<file path="config.mk">
export PLATFORM = sky130hd
export DESIGN_NAME = compass_heading_from_xy
export DESIGN_NICKNAME = d
export VERILOG_FILES = /design/src/rtl/core/chfx_pkg.sv /design/src/rtl/core/chfx_cordic.sv /design/src/rtl/core/chfx_conv.sv /design/src/rtl/core/compass_heading_from_xy.sv
export SDC_FILE = /design/constraint.sdc
export NUM_CORES = 2
export LEC_CHECK = 0
export BUFFER_PORTS_ARGS = -buffer_cell sky130_fd_sc_hd__buf_2
export CAP_MARGIN = 20
export CORE_UTILIZATION = 40
export CTS_BUF_LIST = sky130_fd_sc_hd__clkbuf_8
export DETAILED_ROUTE_END_ITERATION = 8
export SLEW_MARGIN = 30
export SYNTH_ARGS = -nofsm -noshare
export SYNTH_HDL_FRONTEND = slang
export SYNTH_SLANG_ARGS = --single-unit
</file>
<file path="constraint.sdc">
create_clock -name clock -period 13.09 [get_ports clock]
set_clock_uncertainty 0.05 [all_clocks]
set_input_delay 0.6545 -clock clock [delete_from_list [all_inputs] [get_ports clock]]
set_output_delay 0.6545 -clock clock [all_outputs]
set_load 0.03 [all_outputs]
</file>
<file path="src/rtl/core/chfx_pkg.sv">
// shared types, constants and tables for the compass heading block
`default_nettype none

package chfx_pkg;

   localparam int HEADING_FRAC_BITS = 6;
   localparam int HEADING_W = 15;
   localparam int AXIS_W = 16;
   localparam int CORR_W = AXIS_W + 1;

   localparam int CORDIC_STEPS = 30;
   localparam int STEP_W = $clog2(CORDIC_STEPS + 1);
   localparam int CORDIC_W = 40;
   localparam int PRESCALE = 20;
   localparam int ANGLE_W = 30;
   localparam int ZACC_W = ANGLE_W + 1;

   localparam int DEG_W = 34;
   localparam logic [ANGLE_W-1:0] DEG_PER_RAD_Q24 = 30'd961263669;
   localparam logic [DEG_W-1:0] DEG90_Q24 = 34'(90) << 24;
   localparam logic [DEG_W-1:0] DEG180_Q24 = 34'(180) << 24;
   localparam logic [DEG_W-1:0] DEG360_Q24 = 34'(360) << 24;

   localparam logic signed [AXIS_W-1:0] X_OFFSET_RESET = 16'sd84;
   localparam logic signed [AXIS_W-1:0] Y_OFFSET_RESET = 16'sd169;

   localparam logic REG_X_OFFSET = 1'b0;
   localparam logic REG_Y_OFFSET = 1'b1;

   typedef struct packed {
      logic x_neg;
      logic y_neg;
      logic swap;
      logic zero_b;
   } quad_type;

   // atan(2^-i) in radians scaled by 2^30
   function automatic logic [ANGLE_W-1:0] atan_rom(input logic [STEP_W-1:0] idx);
      logic [ANGLE_W-1:0] val;
      val = '0;
      unique case (idx)
         5'd1: val = 30'd497837829;
         5'd2: val = 30'd263043837;
         5'd3: val = 30'd133525159;
         5'd4: val = 30'd67021687;
         5'd5: val = 30'd33543516;
         5'd6: val = 30'd16775851;
         5'd7: val = 30'd8388437;
         5'd8: val = 30'd4194283;
         5'd9: val = 30'd2097149;
         default: begin
            if (idx >= 5'd10 && idx <= 5'(CORDIC_STEPS)) begin
               val = 30'(1) << (5'(ANGLE_W) - idx);
            end
         end
      endcase
      return val;
   endfunction

   // shift of the magnitude, sign put back afterwards
   function automatic logic signed [CORDIC_W-1:0] sm_shr(
      input logic signed [CORDIC_W-1:0] v,
      input logic [STEP_W-1:0] s
   );
      logic [CORDIC_W-1:0] mag;
      mag = v[CORDIC_W-1] ? CORDIC_W'(-v) : CORDIC_W'(v);
      mag = mag >> s;
      return v[CORDIC_W-1] ? $signed(-mag) : $signed(mag);
   endfunction

endpackage

`default_nettype wire

</file>
<file path="src/rtl/core/chfx_cordic.sv">
// iterative vectoring cordic giving atan(b/a) for 0 <= b <= a
`default_nettype none

module chfx_cordic (
   input  wire logic                              clock,
   input  wire logic                              reset,
   input  wire logic                              start,
   input  wire logic [chfx_pkg::CORR_W-1:0]       a,
   input  wire logic [chfx_pkg::CORR_W-1:0]       b,
   output logic                                   done,
   output logic [chfx_pkg::ANGLE_W-1:0]           angle
);

   localparam int CW = chfx_pkg::CORDIC_W;
   localparam int ZW = chfx_pkg::ZACC_W;
   localparam int SW = chfx_pkg::STEP_W;

   logic                 busy_ff, busy_in;
   logic                 done_ff, done_in;
   logic [SW-1:0]        step_ff, step_in;
   logic signed [CW-1:0] x_ff, x_in;
   logic signed [CW-1:0] y_ff, y_in;
   logic signed [ZW-1:0] z_ff, z_in;

   logic signed [CW-1:0] dx;
   logic signed [CW-1:0] dy;
   logic signed [ZW-1:0] atan_val;
   logic                 y_pos;

   assign dx       = chfx_pkg::sm_shr(y_ff, step_ff);
   assign dy       = chfx_pkg::sm_shr(x_ff, step_ff);
   assign atan_val = $signed(ZW'(chfx_pkg::atan_rom(step_ff)));
   assign y_pos    = !y_ff[CW-1] && (y_ff != '0);

   always_comb begin
      busy_in = busy_ff;
      done_in = 1'b0;
      step_in = step_ff;
      x_in    = x_ff;
      y_in    = y_ff;
      z_in    = z_ff;
      if (start) begin
         busy_in = 1'b1;
         step_in = SW'(1);
         x_in    = $signed(CW'(a) << chfx_pkg::PRESCALE);
         y_in    = $signed(CW'(b) << chfx_pkg::PRESCALE);
         z_in    = '0;
      end else if (busy_ff) begin
         if (y_pos) begin
            x_in = x_ff + dx;
            y_in = y_ff - dy;
            z_in = z_ff + atan_val;
         end else begin
            x_in = x_ff - dx;
            y_in = y_ff + dy;
            z_in = z_ff - atan_val;
         end
         step_in = step_ff + SW'(1);
         if (step_ff == SW'(chfx_pkg::CORDIC_STEPS)) begin
            busy_in = 1'b0;
            done_in = 1'b1;
         end
      end
   end

   always_ff @(posedge clock) begin
      if (reset) begin
         busy_ff <= 1'b0;
         done_ff <= 1'b0;
      end else begin
         busy_ff <= busy_in;
         done_ff <= done_in;
      end
   end

   always_ff @(posedge clock) begin
      step_ff <= step_in;
      x_ff    <= x_in;
      y_ff    <= y_in;
      z_ff    <= z_in;
   end

   assign done  = done_ff;
   assign angle = z_ff[ZW-1] ? '0 : z_ff[chfx_pkg::ANGLE_W-1:0];

endmodule

`default_nettype wire

</file>
<file path="src/rtl/core/chfx_conv.sv">
// radians to degrees with a split multiply, quadrant fold and final rounding
`default_nettype none

module chfx_conv #(
   parameter int FRAC_BITS = chfx_pkg::HEADING_FRAC_BITS
) (
   input  wire logic                              clock,
   input  wire logic                              reset,
   input  wire logic                              start,
   input  wire logic [chfx_pkg::ANGLE_W-1:0]      angle,
   input  wire chfx_pkg::quad_type                quad,
   output logic                                   done,
   output logic [chfx_pkg::HEADING_W-1:0]         heading
);

   localparam int AW = chfx_pkg::ANGLE_W;
   localparam int HALF = AW / 2;
   localparam int PW = HALF + AW;
   localparam int ACC_W = 2 * AW;
   localparam int DW = chfx_pkg::DEG_W;
   localparam int SHIFT = 24 - FRAC_BITS;
   localparam logic [DW-1:0] RND = DW'(1) << (23 - FRAC_BITS);
   localparam logic [DW-1:0] FULL = DW'(360) << FRAC_BITS;

   localparam logic [1:0] PH_LO  = 2'd0;
   localparam logic [1:0] PH_HI  = 2'd1;
   localparam logic [1:0] PH_ANG = 2'd2;
   localparam logic [1:0] PH_RND = 2'd3;

   logic                 busy_ff;
   logic                 done_ff;
   logic [1:0]           phase_ff;
   logic [ACC_W-1:0]     acc_ff;
   logic [DW-1:0]        d_ff;
   logic [chfx_pkg::HEADING_W-1:0] heading_ff;

   logic [HALF-1:0]      mop;
   logic [PW-1:0]        prod;
   logic [AW-1:0]        oct;
   logic [DW-1:0]        t;
   logic [DW-1:0]        d_in;
   logic [DW-1:0]        h_full;
   logic [DW-1:0]        h_wrap;

   assign mop  = (phase_ff == PH_LO) ? angle[HALF-1:0] : angle[AW-1:HALF];
   assign prod = PW'(mop) * PW'(chfx_pkg::DEG_PER_RAD_Q24);

   always_comb begin
      oct = quad.zero_b ? '0 : AW'((acc_ff + (ACC_W'(1) << 29)) >> 30);
      t   = quad.swap ? chfx_pkg::DEG90_Q24 - DW'(oct) : DW'(oct);
      priority if (!quad.x_neg && !quad.y_neg) begin
         d_in = t;
      end else if (quad.x_neg && !quad.y_neg) begin
         d_in = chfx_pkg::DEG180_Q24 - t;
      end else if (quad.x_neg) begin
         d_in = chfx_pkg::DEG180_Q24 + t;
      end else begin
         d_in = chfx_pkg::DEG360_Q24 - t;
      end
      h_full = (d_ff + RND) >> SHIFT;
      h_wrap = (h_full >= FULL) ? h_full - FULL : h_full;
   end

   always_ff @(posedge clock) begin
      if (reset) begin
         busy_ff  <= 1'b0;
         done_ff  <= 1'b0;
         phase_ff <= PH_LO;
      end else begin
         done_ff <= 1'b0;
         if (start) begin
            busy_ff  <= 1'b1;
            phase_ff <= PH_LO;
         end else if (busy_ff) begin
            phase_ff <= phase_ff + 2'd1;
            if (phase_ff == PH_RND) begin
               busy_ff <= 1'b0;
               done_ff <= 1'b1;
            end
         end
      end
   end

   always_ff @(posedge clock) begin
      if (busy_ff) begin
         unique case (phase_ff)
            PH_LO:  acc_ff <= ACC_W'(prod);
            PH_HI:  acc_ff <= acc_ff + (ACC_W'(prod) << HALF);
            PH_ANG: d_ff <= d_in;
            PH_RND: heading_ff <= h_wrap[chfx_pkg::HEADING_W-1:0];
            default: ;
         endcase
      end
   end

   assign done    = done_ff;
   assign heading = heading_ff;

endmodule

`default_nettype wire

</file>
<file path="src/rtl/core/compass_heading_from_xy.sv">
// Compass heading from magnetometer X/Y bytes. An item with data_ready set forms signed
// X, Y and Z, adds the X and Y offsets at 17 bits and returns atan2(y, x) in degrees
// (fraction bits set by HEADING_FRAC_BITS, wrapped into [0, 360)) plus the corrected axes.
// Such an item passes from acceptance through a setup state, 30 steps of the cordic
// shift-add unit and a hand-over, the split degree conversion (low and high multiply,
// angle fold, rounding), the load of the output register and a return to idle, where the
// next item can be accepted. An item with data_ready clear produces no result and leaves
// the block idle. With one corrected axis zero the cordic is skipped; with both zero the
// previous heading is repeated.
// The input is not ready while an item is being worked on; a finished result
// waits in the output register while the next item is taken, and a result that still
// waits when the next one is finished stalls the block until it is taken.
`default_nettype none

module compass_heading_from_xy #(
   parameter int HEADING_FRAC_BITS = chfx_pkg::HEADING_FRAC_BITS
) (
   input  wire logic                                 clock,
   input  wire logic                                 reset,

   input  wire logic                                 req_valid,
   output logic                                      req_ready,
   input  wire logic                                 req_data_ready,
   input  wire logic [7:0]                           req_x_high,
   input  wire logic [7:0]                           req_x_low,
   input  wire logic [7:0]                           req_z_high,
   input  wire logic [7:0]                           req_z_low,
   input  wire logic [7:0]                           req_y_high,
   input  wire logic [7:0]                           req_y_low,

   output logic                                      rsp_valid,
   input  wire logic                                 rsp_ready,
   output logic [chfx_pkg::HEADING_W-1:0]            rsp_heading,
   output logic signed [chfx_pkg::CORR_W-1:0]        rsp_x_corrected,
   output logic signed [chfx_pkg::CORR_W-1:0]        rsp_y_corrected,
   output logic signed [chfx_pkg::AXIS_W-1:0]        rsp_z_value,

   input  wire logic                                 csr_we,
   input  wire logic                                 csr_index,
   input  wire logic [chfx_pkg::AXIS_W-1:0]          csr_wdata
);

   localparam int AXW = chfx_pkg::AXIS_W;
   localparam int CRW = chfx_pkg::CORR_W;
   localparam int HW  = chfx_pkg::HEADING_W;

   typedef enum logic [4:0] {
      ST_IDLE  = 5'b00001,
      ST_PREP  = 5'b00010,
      ST_ANGLE = 5'b00100,
      ST_CONV  = 5'b01000,
      ST_OUT   = 5'b10000
   } state_type;

   state_type state_ff, state_in;

   logic signed [AXW-1:0] x_offset_ff;
   logic signed [AXW-1:0] y_offset_ff;
   logic [HW-1:0]         last_heading_ff;
   logic                  rsp_valid_ff;

   logic signed [CRW-1:0] xc_ff, xc_in;
   logic signed [CRW-1:0] yc_ff, yc_in;
   logic signed [AXW-1:0] zs_ff;
   chfx_pkg::quad_type    quad_ff, quad_in;

   logic [HW-1:0]         rsp_heading_ff;
   logic signed [CRW-1:0] rsp_x_ff;
   logic signed [CRW-1:0] rsp_y_ff;
   logic signed [AXW-1:0] rsp_z_ff;

   logic signed [AXW-1:0] xs;
   logic signed [AXW-1:0] ys;
   logic [CRW-1:0]        ax;
   logic [CRW-1:0]        ay;
   logic [CRW-1:0]        op_a;
   logic [CRW-1:0]        op_b;
   logic                  both_zero;
   logic                  req_take;
   logic                  out_free;
   logic                  cordic_start;
   logic                  cordic_done;
   logic [chfx_pkg::ANGLE_W-1:0] cordic_angle;
   logic                  conv_start;
   logic                  conv_done;
   logic [HW-1:0]         conv_heading;

   assign req_ready = (state_ff == ST_IDLE);
   assign req_take  = req_valid && req_ready && req_data_ready;
   assign out_free  = !rsp_valid_ff || rsp_ready;

   assign xs    = $signed({req_x_high, req_x_low});
   assign ys    = $signed({req_y_high, req_y_low});
   assign xc_in = $signed({xs[AXW-1], xs}) + $signed({x_offset_ff[AXW-1], x_offset_ff});
   assign yc_in = $signed({ys[AXW-1], ys}) + $signed({y_offset_ff[AXW-1], y_offset_ff});

   // magnitudes, larger one goes to the cordic x input
   always_comb begin
      ax = xc_ff[CRW-1] ? CRW'(-xc_ff) : CRW'(xc_ff);
      ay = yc_ff[CRW-1] ? CRW'(-yc_ff) : CRW'(yc_ff);
      quad_in.x_neg = xc_ff[CRW-1];
      quad_in.y_neg = yc_ff[CRW-1];
      quad_in.swap  = (ay > ax);
      op_a = quad_in.swap ? ay : ax;
      op_b = quad_in.swap ? ax : ay;
      quad_in.zero_b = (op_b == '0);
      both_zero = (xc_ff == '0) && (yc_ff == '0);
   end

   always_comb begin
      state_in     = state_ff;
      cordic_start = 1'b0;
      conv_start   = 1'b0;
      unique case (state_ff)
         ST_IDLE: begin
            if (req_take) begin
               state_in = ST_PREP;
            end
         end
         ST_PREP: begin
            priority if (both_zero) begin
               state_in = ST_OUT;
            end else if (quad_in.zero_b) begin
               conv_start = 1'b1;
               state_in   = ST_CONV;
            end else begin
               cordic_start = 1'b1;
               state_in     = ST_ANGLE;
            end
         end
         ST_ANGLE: begin
            if (cordic_done) begin
               conv_start = 1'b1;
               state_in   = ST_CONV;
            end
         end
         ST_CONV: begin
            if (conv_done) begin
               state_in = ST_OUT;
            end
         end
         ST_OUT: begin
            if (out_free) begin
               state_in = ST_IDLE;
            end
         end
         default: state_in = ST_IDLE;
      endcase
   end

   always_ff @(posedge clock) begin
      if (reset) begin
         state_ff        <= ST_IDLE;
         x_offset_ff     <= chfx_pkg::X_OFFSET_RESET;
         y_offset_ff     <= chfx_pkg::Y_OFFSET_RESET;
         last_heading_ff <= '0;
         rsp_valid_ff    <= 1'b0;
      end else begin
         state_ff <= state_in;
         if (csr_we) begin
            unique case (csr_index)
               chfx_pkg::REG_X_OFFSET: x_offset_ff <= $signed(csr_wdata);
               chfx_pkg::REG_Y_OFFSET: y_offset_ff <= $signed(csr_wdata);
               default: ;
            endcase
         end
         if (state_ff == ST_CONV && conv_done) begin
            last_heading_ff <= conv_heading;
         end
         if (state_ff == ST_OUT && out_free) begin
            rsp_valid_ff <= 1'b1;
         end else if (rsp_ready) begin
            rsp_valid_ff <= 1'b0;
         end
      end
   end

   always_ff @(posedge clock) begin
      if (req_take) begin
         xc_ff <= xc_in;
         yc_ff <= yc_in;
         zs_ff <= $signed({req_z_high, req_z_low});
      end
      if (state_ff == ST_PREP) begin
         quad_ff <= quad_in;
      end
      if (state_ff == ST_OUT && out_free) begin
         rsp_heading_ff <= last_heading_ff;
         rsp_x_ff       <= xc_ff;
         rsp_y_ff       <= yc_ff;
         rsp_z_ff       <= zs_ff;
      end
   end

   chfx_cordic u_cordic (
      .clock (clock),
      .reset (reset),
      .start (cordic_start),
      .a     (op_a),
      .b     (op_b),
      .done  (cordic_done),
      .angle (cordic_angle)
   );

   chfx_conv #(
      .FRAC_BITS (HEADING_FRAC_BITS)
   ) u_conv (
      .clock   (clock),
      .reset   (reset),
      .start   (conv_start),
      .angle   (cordic_angle),
      .quad    ((state_ff == ST_PREP) ? quad_in : quad_ff),
      .done    (conv_done),
      .heading (conv_heading)
   );

   assign rsp_valid       = rsp_valid_ff;
   assign rsp_heading     = rsp_heading_ff;
   assign rsp_x_corrected = rsp_x_ff;
   assign rsp_y_corrected = rsp_y_ff;
   assign rsp_z_value     = rsp_z_ff;

endmodule

`default_nettype wire

</file>
==> qor.txt <==
placed cells: 7863
nets: 6953
TNS Setup: 0 ps
CP top delay family: compound AO/OA/AOI/OAI gates
critical path's most frequent cell: nor2_1
Initial Utilization: 40.5%
initial drt markers: 5834
Initial DRT Pass Iterations: 8
dominant cell by count in the synthesized netlist: nor2_1
Die X: 354 µm
HPWL after detailed placement: 160000 µm
final hold vios: 0
met2 track demand over resource: 50.4%
f_max: 0.0877 GHz
GR peak layer: met2
prevailing post-synth register cell: edfxtp_1
kind of critical path: reg2reg
Critical Path End Type: register
dominant cells by area after synthesis: edfxtp_1, ha_1, fa_1
global-route wire length before repair: 305000 µm
H-tree levels: 3
asr flop ratio synth: 0%
routed wire length: 206000 µm
Row Count: 128
worst-path maximum fanout: 17
Syn Area/Cell: 7.84 µm²
Critical Path Slowest Stage Cell: o311ai_0
Post-CTS Resized: 0
TritonCTS clock tree: yes
Ys Warns: 0
Yosys cell types: 97
fin cells: 8014
I/O pin total: 138
Setup-failing EPs final: 0
Crit path buffers/inverters: 1
largest net degree at the start of global routing: 75
fraction of layout cells with a size suffix above 1: 8.47%
routing usage on met1: 40.8%
maxcap violations: 0
Reg clk slew, reported paths: 60 ps
Post-synth EDFFs: 225
Mapped Cells: 6324
syn_nets: 6948
Critical Path RT: 13530 ps
Buffers on Ports: 137
fin. max-slew vios: 0
Worst Max-Slew Pin Slew: 1070 ps
#FFs+latches synth: 370
met3 usage: 5.94%
area grow syn2layout: 8.34%
Die H: 354 µm
DR vias: 50500
Post-Syn Area: 49600 µm²
period utilisation layout: 87.1%
Max clock buf depth: 3
vias in the first global route: 47700
post-synthesis sequential area ratio: 19.5%
status: finished, final reports clean
WL/cell: 25.7 µm
routability cong.: 1.06
top cells by count, synth: nor2_1, nand2_1, a21oi_1
Synth area leader: edfxtp_1
number of antenna violations at the first check in global routing: 7
unrepaired setup endpoints after global routing: no
clock latency on the worst-skew pair: 870 ps
clock root buffer: clkbuf_8
Total Routing Usage GR: 31.8%
Hold/Removal Path Class: in2reg
GRT overflow: 0
core outline area: 122000 µm²
Final min period: 11400 ps
CP startpoint kind: register
post-synth top area share: 13.6%
post-route ant nets: 0
CP peak stage delay: 810 ps
clock buffer count from CTS: 72
die area: 125000 µm²
relative slew slack: 28.4%
Vias/cell: 6.30
data arrival time of the worst path: 11840 ps
Sink Count: 370
DRC: 0
## per-stage QoR
step	setup slack [ps]	instance area [µm²]	hold slack (ps)	util [%]
after global routing	1110	53700	64.0	43.9
after detailed placement	2070	52000	355	42.5
after global placement	2140	51900	351	42.5
final	1690	53700	62.3	43.9
after floorplan	3610	49600	350	-
after CTS	2020	53700	13.4	43.9
## worst paths after layout
| kind | depth (start not counted) | end | slack, ps | from |
|---|---|---|---|---|
| worst max-delay path | 32 | u_cordic.y_ff[35] | 1690 | u_cordic.x_ff[12] |
| worst min-delay path | 2 | yc_ff[0] | 60 | req_y_low[0] |
| worst max register to register | 32 | u_cordic.y_ff[35] | 1690 | u_cordic.x_ff[12] |
| worst min register to register | 0 | rsp_y_corrected[14] | 320 | yc_ff[14] |
## layer usage
metal | part of all wire (%) | wire length (µm)
met5 | 0.0068 | 14
met4 | 6.2 | 12800
met3 | 7.9 | 16200
met2 | 45 | 91800
met1 | 41 | 85100
## worst register-to-register path, delay by kind of cell (launching register included)
family / cells / cell delay [ps]
AOI/OAI and AO/OA: 15 / 5610
xor gates and xnor gates: 2 / 360
adders and majority gates: 1 / 280
buffers and inverters: 1 / 360
DFF: 1 / 520
and+or+nand+nor: 13 / 3920
## cells by family after synthesis
| family | count (synthesis) | share of synthesized area (%) |
|---|---|---|
| AO/OA/AOI/OAI | 1753 | 23.8 |
| XOR/XNOR | 515 | 9.10 |
| adder cells (fa/ha/maj) | 553 | 16.3 |
| buffers and inverters | 763 | 5.83 |
| flip-flops | 370 | 19.5 |
| multiplexers | 164 | 3.60 |
| AND/OR/NAND/NOR | 2206 | 22.0 |
## registers in the layout (all words and copies together) (netlist names), 5 cells and up
| signal | count |
|---|---|
| y_offset_ff | 16 |
| zs_ff | 16 |
| u_cordic.step_ff | 5 |
| x_offset_ff | 16 |
| rsp_z_value | 16 |
| u_cordic.y_ff | 40 |
| state_ff | 5 |
| u_conv.acc_ff | 45 |
| u_conv.d_ff | 16 |
| u_cordic.x_ff | 40 |
| last_heading_ff | 15 |
| yc_ff | 17 |
| u_conv.heading | 15 |
| rsp_x_corrected | 17 |
| rsp_y_corrected | 17 |
| xc_ff | 17 |
| u_cordic.z_ff | 31 |
| rsp_heading | 15 |
## what timing repair did
item / CTS / global route
hold buffers: 16 / 0
endpoints found under the hold margin: 16 / 0
buffers inserted: 0 / 0
## cell type report
type,instances,area (µm²)
fill,12500,68700
tap,1625,2030
antenna,2,5.00
multi-input combinational,5191,37100
inverter,424,1590
timing repair buffer,270,1740
clock inverter,54,403
clock buffer,78,1070
sequential,370,9690
## cells in the final DEF, fill, tap and decap left out, types with 68 or more instances in the layout
| master | count |
|---|---|
| xor2_1 | 184 |
| inv_1 | 438 |
| nor3_1 | 207 |
| edfxtp_1 | 225 |
| or3_1 | 69 |
| buf_4 | 116 |
| a211oi_1 | 74 |
| and2_1 | 69 |
| a21oi_1 | 425 |
| a31oi_1 | 85 |
| o31ai_1 | 79 |
| nand2_1 | 547 |
| nor2_1 | 558 |
| o22ai_1 | 68 |
| nand4_1 | 90 |
| fa_1 | 151 |
| mux2i_1 | 121 |
| nand2b_1 | 73 |
| buf_2 | 136 |
| clkbuf_8 | 78 |
| and3_1 | 69 |
| ha_1 | 402 |
| o211ai_1 | 72 |
| a21o_1 | 88 |
| nand3_1 | 191 |
| o21ai_0 | 308 |
| dfxtp_1 | 137 |
| xnor2_1 | 331 |
Power is not shown: default switching activity piles up to over one toggle a cycle in this logic, so the estimate is an artifact.
